==> config.mk <==
export PLATFORM = sky130hd
export DESIGN_NAME = depfile_prerequisite_parser
export DESIGN_NICKNAME = d
export VERILOG_FILES = /design/src/rtl/dpp_pkg.sv /design/src/rtl/dpp_parse.sv /design/src/rtl/dpp_result_fifo.sv /design/src/rtl/depfile_prerequisite_parser.sv
export SDC_FILE = /design/constraint.sdc
export NUM_CORES = 1
export LEC_CHECK = 0
export CORE_MARGIN = 10
export CORE_UTILIZATION = 44
export DETAILED_ROUTE_END_ITERATION = 12
export DONT_BUFFER_PORTS = 1
export HOLD_SLACK_MARGIN = 0.08
export PLACE_DENSITY = 0.69
export SYNTH_ARGS = -nofsm -noshare
export SYNTH_HDL_FRONTEND = slang
export SYNTH_SLANG_ARGS = --single-unit
==> constraint.sdc <==
create_clock -name clk -period 5.38 [get_ports clk]
set_input_delay 1.076 -clock clk [delete_from_list [all_inputs] [get_ports clk]]
set_output_delay 1.076 -clock clk [all_outputs]
set_load 0.005 [all_outputs]
==> src/rtl/dpp_pkg.sv <==
// Package for the dependency file prerequisite parser.
// Holds character codes, parser state and result types, and the per-character
// decision functions used by dpp_parse. No dependencies.
package dpp_pkg;

  localparam logic [7:0] CH_NL    = 8'h0A;
  localparam logic [7:0] CH_COLON = 8'h3A;
  localparam logic [7:0] CH_BSL   = 8'h5C;
  localparam logic [7:0] CH_SP    = 8'h20;
  localparam logic [7:0] CH_TAB   = 8'h09;

  localparam int unsigned MAX_RES   = 2;
  localparam int unsigned FIFO_DEPTH = 4;
  localparam int unsigned FIFO_AW   = $clog2(FIFO_DEPTH);

  typedef struct packed {
    logic [7:0] held_byte;
    logic       held_valid;
    logic       past_target;
    logic       token_open;
    logic       token_ends_colon;
    logic       rule_finished;
  } st_t;

  typedef struct packed {
    logic       has_byte;
    logic [7:0] out_byte;
    logic       dep_end;
    logic       list_end;
  } res_t;

  // Results of one item, handed from the parser to the result queue.
  typedef struct packed {
    logic [1:0]       n;
    res_t [1:0]       res;
  } push_t;

  typedef struct packed {
    st_t        st;
    res_t [1:0] res;
    logic [1:0] n;
    logic       skip;
  } work_t;

  localparam res_t RES_ZERO = '{has_byte: 1'b0, out_byte: 8'h00, dep_end: 1'b0,
                                list_end: 1'b0};
  localparam st_t ST_RESET = '{held_byte: 8'h00, held_valid: 1'b0, past_target: 1'b0,
                               token_open: 1'b0, token_ends_colon: 1'b0,
                               rule_finished: 1'b0};

  // Slot of the last result written; only meaningful when n is nonzero.
  function automatic logic prev_idx(logic [1:0] n);
    return (n == 2'd2);
  endfunction

  function automatic work_t put_byte(work_t w_in, logic [7:0] c);
    work_t w;
    logic  idx;
    w = w_in;
    idx = (w.n != 2'd0);
    w.res[idx] = '{has_byte: 1'b1, out_byte: c, dep_end: 1'b0, list_end: 1'b0};
    w.n = {1'b0, idx} + 2'd1;
    return w;
  endfunction

  function automatic work_t put_dep_end(work_t w_in);
    work_t w;
    logic  pi;
    w = w_in;
    pi = prev_idx(w.n);
    if (w.n != 2'd0 && (w.n == 2'd2 ||
        (w.res[pi].has_byte && !w.res[pi].dep_end))) begin
      w.res[pi].dep_end = 1'b1;
    end else begin
      w.res[w.n[0]] = '{has_byte: 1'b0, out_byte: 8'h00, dep_end: 1'b1, list_end: 1'b0};
      w.n = w.n + 2'd1;
    end
    return w;
  endfunction

  function automatic work_t put_list_end(work_t w_in);
    work_t w;
    w = w_in;
    if (w.n != 2'd0) begin
      w.res[prev_idx(w.n)].list_end = 1'b1;
    end else begin
      w.res[0] = '{has_byte: 1'b0, out_byte: 8'h00, dep_end: 1'b0, list_end: 1'b1};
      w.n = 2'd1;
    end
    return w;
  endfunction

  function automatic work_t append_char(work_t w_in, logic [7:0] c);
    work_t w;
    w = w_in;
    w.st.token_open = 1'b1;
    if (w.st.past_target) begin
      w = put_byte(w, c);
    end else begin
      w.st.token_ends_colon = (c == CH_COLON);
    end
    return w;
  endfunction

  function automatic work_t close_token(work_t w_in);
    work_t w;
    w = w_in;
    if (w.st.token_open) begin
      if (w.st.past_target) begin
        w = put_dep_end(w);
      end else if (w.st.token_ends_colon) begin
        w.st.past_target = 1'b1;
      end
      w.st.token_open = 1'b0;
      w.st.token_ends_colon = 1'b0;
    end
    return w;
  endfunction

  // Decide one character against its one-character lookahead.
  function automatic work_t decide(work_t w_in, logic [7:0] cur, logic [7:0] nxt);
    work_t w;
    w = w_in;
    w.skip = 1'b0;
    if (!w.st.rule_finished) begin
      if (cur == CH_BSL && nxt == CH_NL) begin
        w.skip = 1'b1;
      end else if (cur == CH_BSL && nxt == CH_SP) begin
        w = append_char(w, CH_SP);
        w.skip = 1'b1;
      end else if (cur == CH_NL) begin
        w = close_token(w);
        if (w.st.past_target) begin
          w.st.rule_finished = 1'b1;
        end
      end else if (cur == CH_SP || cur == CH_TAB) begin
        w = close_token(w);
      end else if (cur == CH_COLON && !w.st.past_target &&
                   (nxt == CH_SP || nxt == CH_NL || nxt == CH_BSL)) begin
        w.st.past_target = 1'b1;
        w.st.token_open = 1'b0;
        w.st.token_ends_colon = 1'b0;
      end else begin
        w = append_char(w, cur);
      end
    end
    return w;
  endfunction

endpackage

==> src/rtl/dpp_parse.sv <==
// Parser state and per-item decision logic of the prerequisite parser.
// Depends on dpp_pkg for types and decision functions.
module dpp_parse (
  input  logic            clk,
  input  logic            rst_n,
  input  logic            item_vld,
  input  logic [7:0]      text_byte,
  input  logic            last_byte,
  output dpp_pkg::push_t  push
);

  dpp_pkg::st_t  st_r;
  dpp_pkg::st_t  st_nxt;
  dpp_pkg::work_t w;

  always_comb begin
    w.st   = st_r;
    w.res  = {dpp_pkg::RES_ZERO, dpp_pkg::RES_ZERO};
    w.n    = 2'd0;
    w.skip = 1'b0;
    if (st_r.held_valid) begin
      w = dpp_pkg::decide(w, st_r.held_byte, text_byte);
      w.st.held_valid = 1'b0;
    end
    // w.skip now says whether the held byte consumed this one
    if (!last_byte) begin
      if (!w.skip) begin
        w.st.held_byte  = text_byte;
        w.st.held_valid = 1'b1;
      end
    end else begin
      if (!w.skip) begin
        w = dpp_pkg::decide(w, text_byte, dpp_pkg::CH_NL);
      end
      if (!w.st.rule_finished) begin
        w = dpp_pkg::close_token(w);
      end
      w = dpp_pkg::put_list_end(w);
      w.st = dpp_pkg::ST_RESET;
    end
    st_nxt = w.st;
    push.n   = w.n;
    push.res = w.res;
  end

  always_ff @(posedge clk) begin
    if (!rst_n) begin
      st_r <= dpp_pkg::ST_RESET;
    end else if (item_vld) begin
      st_r <= st_nxt;
    end
  end

  a_last_resets: assert property (@(posedge clk) disable iff (!rst_n)
    item_vld && last_byte |=> !st_r.held_valid && !st_r.past_target && !st_r.rule_finished)
    else $error("parser state not cleared after last byte");

  a_last_has_result: assert property (@(posedge clk) disable iff (!rst_n)
    item_vld && last_byte |-> push.n != 2'd0)
    else $error("last byte produced no list end");

  a_finished_quiet: assert property (@(posedge clk) disable iff (!rst_n)
    item_vld && !last_byte && st_r.rule_finished |-> push.n == 2'd0)
    else $error("results produced after rule finished");

endmodule

==> src/rtl/dpp_result_fifo.sv <==
// Four-entry result queue: takes up to two results per cycle, gives one unless stalled.
// Depends on dpp_pkg for the result types and depth.
module dpp_result_fifo (
  input  logic           clk,
  input  logic           rst_n,
  input  logic           push_vld,
  input  dpp_pkg::push_t push,
  output logic           room,
  output logic           out_valid,
  input  logic           out_stall,
  output dpp_pkg::res_t  out_res
);

  dpp_pkg::res_t                     mem_r [dpp_pkg::FIFO_DEPTH];
  logic [dpp_pkg::FIFO_AW-1:0]       wr_ptr_r;
  logic [dpp_pkg::FIFO_AW-1:0]       rd_ptr_r;
  logic [dpp_pkg::FIFO_AW:0]         count_r;
  logic [dpp_pkg::FIFO_AW:0]         count_nxt;
  logic [1:0]                        push_n;
  logic                              pop;

  assign push_n    = push_vld ? push.n : 2'd0;
  assign out_valid = (count_r != '0);
  assign pop       = out_valid && !out_stall;
  // Room for a full two-result push regardless of this cycle's pop.
  assign room      = (count_r <= (dpp_pkg::FIFO_AW+1)'(dpp_pkg::FIFO_DEPTH - dpp_pkg::MAX_RES));
  assign out_res   = mem_r[rd_ptr_r];
  assign count_nxt = count_r + (dpp_pkg::FIFO_AW+1)'(push_n)
                     - (dpp_pkg::FIFO_AW+1)'(pop);

  always_ff @(posedge clk) begin
    if (push_n != 2'd0) begin
      mem_r[wr_ptr_r] <= push.res[0];
    end
    if (push_n == 2'd2) begin
      mem_r[wr_ptr_r + dpp_pkg::FIFO_AW'(1)] <= push.res[1];
    end
  end

  always_ff @(posedge clk) begin
    if (!rst_n) begin
      wr_ptr_r <= '0;
      rd_ptr_r <= '0;
      count_r  <= '0;
    end else begin
      wr_ptr_r <= wr_ptr_r + dpp_pkg::FIFO_AW'(push_n);
      rd_ptr_r <= rd_ptr_r + dpp_pkg::FIFO_AW'(pop);
      count_r  <= count_nxt;
    end
  end

  a_no_overflow: assert property (@(posedge clk) disable iff (!rst_n)
    push_vld |-> (count_r + (dpp_pkg::FIFO_AW+1)'(push_n)) <=
                 (dpp_pkg::FIFO_AW+1)'(dpp_pkg::FIFO_DEPTH))
    else $error("result queue overflow");

  a_push_needs_room: assert property (@(posedge clk) disable iff (!rst_n)
    push_vld |-> room)
    else $error("push without room");

  a_count_tracks: assert property (@(posedge clk) disable iff (!rst_n)
    1'b1 |=> count_r == $past(count_nxt))
    else $error("queue count mismatch");

endmodule

==> src/rtl/depfile_prerequisite_parser.sv <==
// Top level of the make-style dependency file prerequisite parser.
// Instantiates dpp_parse and dpp_result_fifo; uses dpp_pkg.
//
// Usage:
//   Input channel (in_valid / in_stall) moves one text byte per transfer,
//   with in_last_byte set on the final byte of the text. Output channel
//   (out_valid / out_stall) moves one result per transfer: a prerequisite
//   byte (out_has_byte), a token end marker (out_dep_end) and the list end
//   marker (out_list_end), which rides on the last result of the text.
//   Each input byte yields zero, one or two results.
// Order: a byte enters the input register on its transfer and, when the
//   queue has room, moves into the parser and is held there; it is
//   decided against its successor when that arrives (the last byte at once,
//   against a newline), and its results are queued and offered on the output.
// Throughput: one byte per cycle while results drain as fast as they are
//   made; the output moves one result per cycle while out_stall is low, and
//   a byte is only decided when the queue has room for two results.
// Reset (rst_n low, synchronous) clears the parser state, the input
//   register and the queue. After the last byte the parser state returns
//   to reset by itself.
// When the receiver stalls, queued results hold; once the queue lacks room
//   the input register holds and in_stall rises.
module depfile_prerequisite_parser (
  input  logic       clk,
  input  logic       rst_n,
  input  logic       in_valid,
  output logic       in_stall,
  input  logic [7:0] in_text_byte,
  input  logic       in_last_byte,
  output logic       out_valid,
  input  logic       out_stall,
  output logic       out_has_byte,
  output logic [7:0] out_byte,
  output logic       out_dep_end,
  output logic       out_list_end
);

  logic            stg_vld_r;
  logic            stg_vld_nxt;
  logic [7:0]      stg_byte_r;
  logic            stg_last_r;
  logic            room;
  logic            adv;
  logic            in_xfer;
  dpp_pkg::push_t  push;
  dpp_pkg::res_t   out_res;

  // Advance the input register into the parser when the queue has room.
  assign adv      = stg_vld_r && room;
  assign in_stall = stg_vld_r && !room;
  assign in_xfer  = in_valid && !in_stall;

  always_comb begin
    stg_vld_nxt = stg_vld_r;
    if (in_xfer) begin
      stg_vld_nxt = 1'b1;
    end else if (adv) begin
      stg_vld_nxt = 1'b0;
    end
  end

  always_ff @(posedge clk) begin
    if (!rst_n) begin
      stg_vld_r <= 1'b0;
    end else begin
      stg_vld_r <= stg_vld_nxt;
    end
  end

  // Payload: load on every input transfer, hold otherwise.
  always_ff @(posedge clk) begin
    if (in_xfer) begin
      stg_byte_r <= in_text_byte;
      stg_last_r <= in_last_byte;
    end
  end

  dpp_parse u_parse (
    .clk       (clk),
    .rst_n     (rst_n),
    .item_vld  (adv),
    .text_byte (stg_byte_r),
    .last_byte (stg_last_r),
    .push      (push)
  );

  dpp_result_fifo u_fifo (
    .clk       (clk),
    .rst_n     (rst_n),
    .push_vld  (adv),
    .push      (push),
    .room      (room),
    .out_valid (out_valid),
    .out_stall (out_stall),
    .out_res   (out_res)
  );

  assign out_has_byte = out_res.has_byte;
  assign out_byte     = out_res.out_byte;
  assign out_dep_end  = out_res.dep_end;
  assign out_list_end = out_res.list_end;

  a_stall_holds_stage: assert property (@(posedge clk) disable iff (!rst_n)
    stg_vld_r && !room |=> stg_vld_r && $stable(stg_byte_r) && $stable(stg_last_r))
    else $error("input register changed while blocked");

  a_xfer_loads_stage: assert property (@(posedge clk) disable iff (!rst_n)
    in_xfer |=> stg_vld_r)
    else $error("accepted byte lost");

  a_empty_stage_ready: assert property (@(posedge clk) disable iff (!rst_n)
    !stg_vld_r |-> !in_stall)
    else $error("stall with empty input register");

endmodule

After elaboration in Yosys (flattened, before gate mapping)
Memories as Yosys holds them, arrays and structs flattened. A register that Yosys moved wholly into a read port is not among the register bits.
Index checks and enable logic that the tools add are counted.

cells by class
  $add $sub $neg = 8
  $lt $le $gt $ge = 13
  eq/ne operators = 14
  multiplexer cells = 86
  bitwise gates (word level) = 6
  reductions and logical operators = 38

operator list
  cell                 number
  $mux 29              14
  $mux 38              9
  $mux 25              7
  $mux 11              9
  $bwmux 22            4
  $demux 11 s1         6
  $mux 22              2
  $mux 14              3
  $and 20x20->20       2
  $not 20->20          2
  $mux 37              1
  $eq 8x4->1 const B   4
  $eq 8x6->1 const B   4
  $mux 28              1
  $logic_and 1x1->1    19
  $mux 1               18
  $mux 9               2
  $eq 8x7->1 const B   2
  $mux 2               7
  $lt 1x2->1 const B   6
  $reduce_bool 2->1    5
  $eq 2x2->1 const B   4
  $logic_not 1->1      7
  $add 2x1->2 const B  3
  12 further kinds     24

word-level totals
  register bits after elaboration = 30
  RAM bits = 44
  input bits = 13
  output and inout port bits = 13
  logic and storage cells = 178
  memories kept = 1

memory list
  memory        depth  bits a word  rd ports  clocked after memory_dff  wr ports  line                   source
  u_fifo.mem_r  4      11           1         1                         2         dpp_result_fifo.sv:14  dpp_pkg::res_t mem_r [dpp_pkg::FIFO_DEPTH];

Depth between registers and ports, before layout
  word-level depth = 59
  mapped depth = 23

Modules after synthesis
Synthesis repeated with hierarchy kept, for this count alone.

second synthesis, totals
  cell total of the unflattened synthesis = 393
  area total of the unflattened synthesis = 4616.9 um^2

by module, submodules not included
  module                       instances  cells an instance  area each (um^2)
  dpp_result_fifo              1          164                2620.0
  dpp_parse                    1          215                1672.9
  depfile_prerequisite_parser  1          14                 324.1

Worst setup path after synthesis
Ideal clock, no wire load.

  path kind = reg-to-reg
  start point = register stg_byte_r[6]
  end point = register u_fifo.count_r[2] (netlist bit)
  arrival = 4.838 ns
  setup slack = 0.414 ns
  cell stages (with the launch flop) = 22
  path buffers = 3
  clock period less this slack = 4.966 ns
  cell sequence = edfxtp_1 clkbuf_1 nor4b_1 nand2_1 a31oi_2 o211a_1 buf_4 ha_1 mux2_4 a31oi_1 ha_1 or2_2 a32o_1 nand2_1 or3_1 clkbuf_1 a22oi_2 ha_1 fa_1 xnor2_1 xnor2_1 nor2_1

between the ends
  longest elaborated chain between the ends = 49
  elaborated cells on any way between the ends = 93
  those cells by class = add/sub: 5; order compare: 6; eq/ne: 7; mux: 50; bitwise: 3; reduce/logical: 22

ends and longest elaborated chain
  element                                          line                               source
  from (decl)                                      depfile_prerequisite_parser.sv:40  logic [7:0] stg_byte_r;
  from (signal assigned)                           depfile_prerequisite_parser.sv:73  stg_byte_r <= in_text_byte;
  $eq 8x6->1 / $eq 8x4->1 (equally long branches)  n/a
  $logic_or 1x1->1 (2 in series)                   dpp_pkg.sv:139                     (nxt == CH_SP || nxt == CH_NL || nxt == CH_BSL)) begin
  $logic_and 1x1->1                                dpp_pkg.sv:138                     end else if (cur == CH_COLON && !w.st.past_target &&
  $mux 14                                          dpp_pkg.sv:138
  $mux 29                                          dpp_pkg.sv:136                     end else if (cur == CH_SP || cur == CH_TAB) begin
  $mux 38                                          dpp_pkg.sv:131                     end else if (cur == CH_NL) begin
  $mux 38                                          dpp_pkg.sv:128                     end else if (cur == CH_BSL && nxt == CH_SP) begin
  $mux 37                                          dpp_pkg.sv:126                     if (cur == CH_BSL && nxt == CH_NL) begin
  [... 32 more ...]                                n/a
  $mux 25                                          dpp_parse.sv:35                    if (!w.st.rule_finished) begin
  $mux 25                                          dpp_parse.sv:26                    if (!last_byte) begin
  $reduce_bool 2->1                                dpp_pkg.sv:84                      if (w.n != 2'd0) begin
  $mux 2                                           dpp_pkg.sv:84
  $mux 29 *                                        dpp_parse.sv:26
  $mux 2 *                                         dpp_result_fifo.sv:22              assign push_n = push_vld ? push.n : 2'd0;
  $add 3x2->3 *                                    dpp_result_fifo.sv:28              assign count_nxt = count_r + (dpp_pkg::FIFO_AW+1)'(push_n)
  $sub 3x1->3 *                                    dpp_result_fifo.sv:29              - (dpp_pkg::FIFO_AW+1)'(pop);
  to (signal assigned)                             dpp_result_fifo.sv:48              count_r <= count_nxt;
  to (decl)                                        dpp_result_fifo.sv:17              logic [dpp_pkg::FIFO_AW:0] count_r;

Every way passes the cells marked *; elsewhere a longest branch is shown, timed or not. The select of a mux whose other input is x is not followed.
A chain may end at the register's enable or synchronous reset.

Worst setup path after layout
  start point = register stg_byte_r[7]
  end point = register u_fifo.count_r[2] (netlist bit)

The elaborated chain is that of the path after synthesis.

==> impl_metrics.json <==
{
  "result_of_the_run": "finished clean",
  "ys_ff_latch": 74,
  "drc": 0,
  "part_of_the_power_in_combinational_logic": 0.174,
  "timing_hold_violations_final": 0,
  "synth_simple_gate_area_share": 0.166,
  "wl_per_cell_um": 19.6,
  "core_area_um2": 9910,
  "synth.net_count": 417,
  "place_hpwl_um": 7770,
  "min_period_ns": 5.08,
  "clock-sinks": 74,
  "placementRows": 36,
  "max-slew-margin-rel": 0.343,
  "via_count": 3351,
  "synth_top_area_frac": 0.352,
  "cts-buffers-inserted": 9,
  "detail-route-antenna-nets": 0,
  "gp_congestion": 0.922,
  "cell_internal_pwr_mw": 1.03,
  "synth_top_family_by_area": "compound AO/OA/AOI/OAI gates",
  "max_freq_mhz": 197,
  "grt_use_met2": 0.228,
  "grt_pass1_wl_um": 17100,
  "clk_pin_slew_worst_paths_ns": 0.07,
  "yosysMostFrequentCell": "sky130_fd_sc_hd__edfxtp_1",
  "worst_slew_pin_slew_ns": 0.978,
  "worst-endpoint-required_ns": 5.60,
  "muxShareOfSynthArea": 0.0892,
  "power.share.clock": 0.324,
  "fp.dieArea_um2": 14700,
  "synthesis.instances": 396,
  "grt_pass1_vias": 3265,
  "synth_compound_area_frac": 0.221,
  "ys_top_cells_by_area": "sky130_fd_sc_hd__edfxtp_1 (35%), sky130_fd_sc_hd__dfxtp_1 (9.3%), sky130_fd_sc_hd__mux4_2 (5.5%)",
  "drt_first_iter_violations": 312,
  "synth_ff_type": "sky130_fd_sc_hd__edfxtp_1",
  "grt_most_used_layer": "met2",
  "syn-cell-area_um2": 4520,
  "final.period_utilization": 0.944,
  "finalWirelength_um": 10500,
  "power.switching_fraction": 0.274,
  "synthXorXnorAreaFrac": 0.00970,
  "critPathCaptureType": "flip-flop",
  "met1_usage": 0.188,
  "final_core_utilization": 0.500,
  "grtUsageMet3": 0.0354,
  "cts_root_buf": "sky130_fd_sc_hd__clkbuf_8",
  "grt_start_max_net_pins": 19,
  "synth_edf_count": 53,
  "floorplan.die.width_um": 121,
  "ios": 26,
  "min_path_type": "reg -> reg",
  "syn_to_final_growth_pct": 9.72,
  "cp_data_arrival_time_ns": 5.30,
  "port_buffers": 0,
  "length_of_the_first_detailed_routing_pass_in_iterations": 5,
  "p_leak_nw": 1.67,
  "critPathLaunchType": "flip-flop",
  "synth.avg_cell_area_um2": 11.4,
  "numPlacedInstances": 514,
  "max_cap_violations": 0,
  "gr-usage-all-layers": 0.144,
  "start_util": 0.456,
  "clock-skew-final_ns": 0.00910,
  "postSynth.asyncResetShare": 0,
  "type_of_the_worst_setup_path": "reg -> reg",
  "fin_cells": 538,
  "timing.hold.ws_ns": 0.546,
  "h_tree_depth_reported_by_cts": 3,
  "power.total_mw": 1.42,
  "synth.distinct_cells": 82,
  "drive_gt1_frac": 0.210,
  "finalSetupViolations": 0,
  "antennaDiodeCount": 0,
  "tritoncts_clock_tree": "built",
  "grt_overflow": 0,
  "die_height_um": 121,
  "net-switching-power_mw": 0.389,
  "synth.yosys.seq_area_share": 0.445,
  "top_cell_type_by_total_area_after_synthesis": "sky130_fd_sc_hd__edfxtp_1",
  "ctsHoldBuffers": 0,
  "finish.net_count": 421,
  "ys_top_cells_by_count": "sky130_fd_sc_hd__edfxtp_1 (53), sky130_fd_sc_hd__nor2_1 (35), sky130_fd_sc_hd__nand2_1 (28), sky130_fd_sc_hd__dfxtp_1 (21), sky130_fd_sc_hd__a22oi_1 (17)",
  "vdd_ir_drop_max_mv": 0.193,
  "clk_path_buf_depth": 2,
  "share_of_synthesized_cell_area_in_full_adder_half_adder_and_majority_cells": 0.0238,
  "sequential_power_share": 0.502,
  "clock_insertion_delay_worst_skew_ns": 0.34,
  "critPathMaxFanout": 6,
  "powerDensity_nw_per_um2": 287,
  "synth-warning-count": 0,
  "grt_antenna_before_repair": 0,
  "timing.setup.tns_ns": 0,
  "route.detailed.vias_per_inst": 6.23,
  "maxSlewViolCount": 0
}
-- state kept, by name (all words and copies together), names as in the netlist --
| signal | flops |
|---|---|
| u_fifo.wr_ptr_r | 2 |
| stg_vld_r | 1 |
| u_fifo.rd_ptr_r | 2 |
| stg_byte_r | 8 |
| u_fifo.mem_r | 44 |
| u_fifo.count_r | 3 |
| stg_last_r | 1 |
| u_parse.st_r | 13 |
-- cell usage in the layout (no fill, tap or decap), types with 7 or more instances in the layout --
| master | synthesis | routed |
|---|---|---|
| sky130_fd_sc_hd__edfxtp_1 | 53 | 53 |
| sky130_fd_sc_hd__ha_1 | 7 | 7 |
| sky130_fd_sc_hd__inv_1 | 16 | 16 |
| sky130_fd_sc_hd__a21oi_1 | 7 | 7 |
| sky130_fd_sc_hd__o32ai_1 | 14 | 14 |
| sky130_fd_sc_hd__dfxtp_1 | 21 | 18 |
| sky130_fd_sc_hd__mux4_2 | 11 | 11 |
| sky130_fd_sc_hd__mux2i_1 | 14 | 14 |
| sky130_fd_sc_hd__nand4_1 | 8 | 8 |
| sky130_fd_sc_hd__nand2_1 | 28 | 27 |
| sky130_fd_sc_hd__nor2_1 | 35 | 35 |
| sky130_fd_sc_hd__a22oi_1 | 17 | 17 |
| sky130_fd_sc_hd__a22o_1 | 14 | 14 |
| sky130_fd_sc_hd__buf_4 | 3 | 17 |
| sky130_fd_sc_hd__clkbuf_8 | 0 | 9 |
-- final cells by class --
class                      instances  area [um^2]
inverter                          18         67.6
timing repair buffer              17          128
clock inverter                     5         78.8
tap                              133          166
multi-input combinational        280         2370
clock buffer                      11          131
fill                             874         4950
sequential                        74         2020
-- path summary, 6_finish.rpt --
kind / start / endpoint / slack, ns / cells after the start
worst max-delay path: stg_byte_r[7] / u_fifo.count_r[2] / 0.30 / 19
worst min-delay path: u_parse.st_r[4] / u_parse.st_r[4] / 0.55 / 2
worst max register to register: stg_byte_r[7] / u_fifo.count_r[2] / 0.30 / 19
worst min register to register: u_parse.st_r[4] / u_parse.st_r[4] / 0.55 / 2
-- per-layer routing --
metal  part of all wire  vias to the layer above
met1               0.45                     1642
met3              0.063                       14
met4              0.011                        0
met5                  0                        -
li1                   -                     1579
met2               0.48                      116
-- critical path, stage by stage, from the launching register on --
cell                       delay [ns]
sky130_fd_sc_hd__edfxtp_1        0.49
sky130_fd_sc_hd__buf_4           0.19
sky130_fd_sc_hd__nor4_4          0.31
sky130_fd_sc_hd__nand2_1         0.20
sky130_fd_sc_hd__a31oi_2         0.25
sky130_fd_sc_hd__o211a_1         0.21
sky130_fd_sc_hd__ha_1            0.23
sky130_fd_sc_hd__mux2_4          0.31
sky130_fd_sc_hd__a31oi_2         0.25
sky130_fd_sc_hd__ha_1            0.29
sky130_fd_sc_hd__or2_2           0.18
sky130_fd_sc_hd__a32o_1          0.16
sky130_fd_sc_hd__nand2_1         0.09
sky130_fd_sc_hd__or3_1           0.46
sky130_fd_sc_hd__a22oi_2         0.24
sky130_fd_sc_hd__ha_1            0.28
sky130_fd_sc_hd__fa_1            0.44
sky130_fd_sc_hd__xnor2_1         0.17
sky130_fd_sc_hd__xnor2_1         0.14
sky130_fd_sc_hd__nor2_1          0.05
-- cell families (layout without fill, tap and decap cells) --
family	count (synthesis)	in the layout
compound gates	113	113
fa+ha+maj	8	8
simple gates	128	128
buf+inv	42	51
mux	26	26
xor+xnor	5	5
flops	74	74
-- metrics by stage --
stage               cell area, um^2  setup WS [ns]
floorplan                      4520          0.414
global placement               4620          0.386
detailed placement             4620          0.152
CTS                            4830          0.139
global route                   4960        -0.0168
finish                         4960          0.299
-- power by group through the flow --
stage / Sequential [mW] / Clock, mW / Combinational [mW]
after global routing: 0.724 / 0.495 / 0.281
after global placement: 0.724 / 0 / 0.232
after floorplan: 0.677 / 0 / 0.227
after CTS: 0.715 / 0.471 / 0.237
final: 0.714 / 0.461 / 0.247
after detailed placement: 0.728 / 0 / 0.237
-- timing repair --
| item | in CTS | in global routing |
|---|---|---|
| setup buffers | 0 | 8 |
| resized for setup | 0 | 12 |
| endpoints found under the setup margin | 0 | 3 |
No activity file was read; power rests on OpenSTA's default activity.
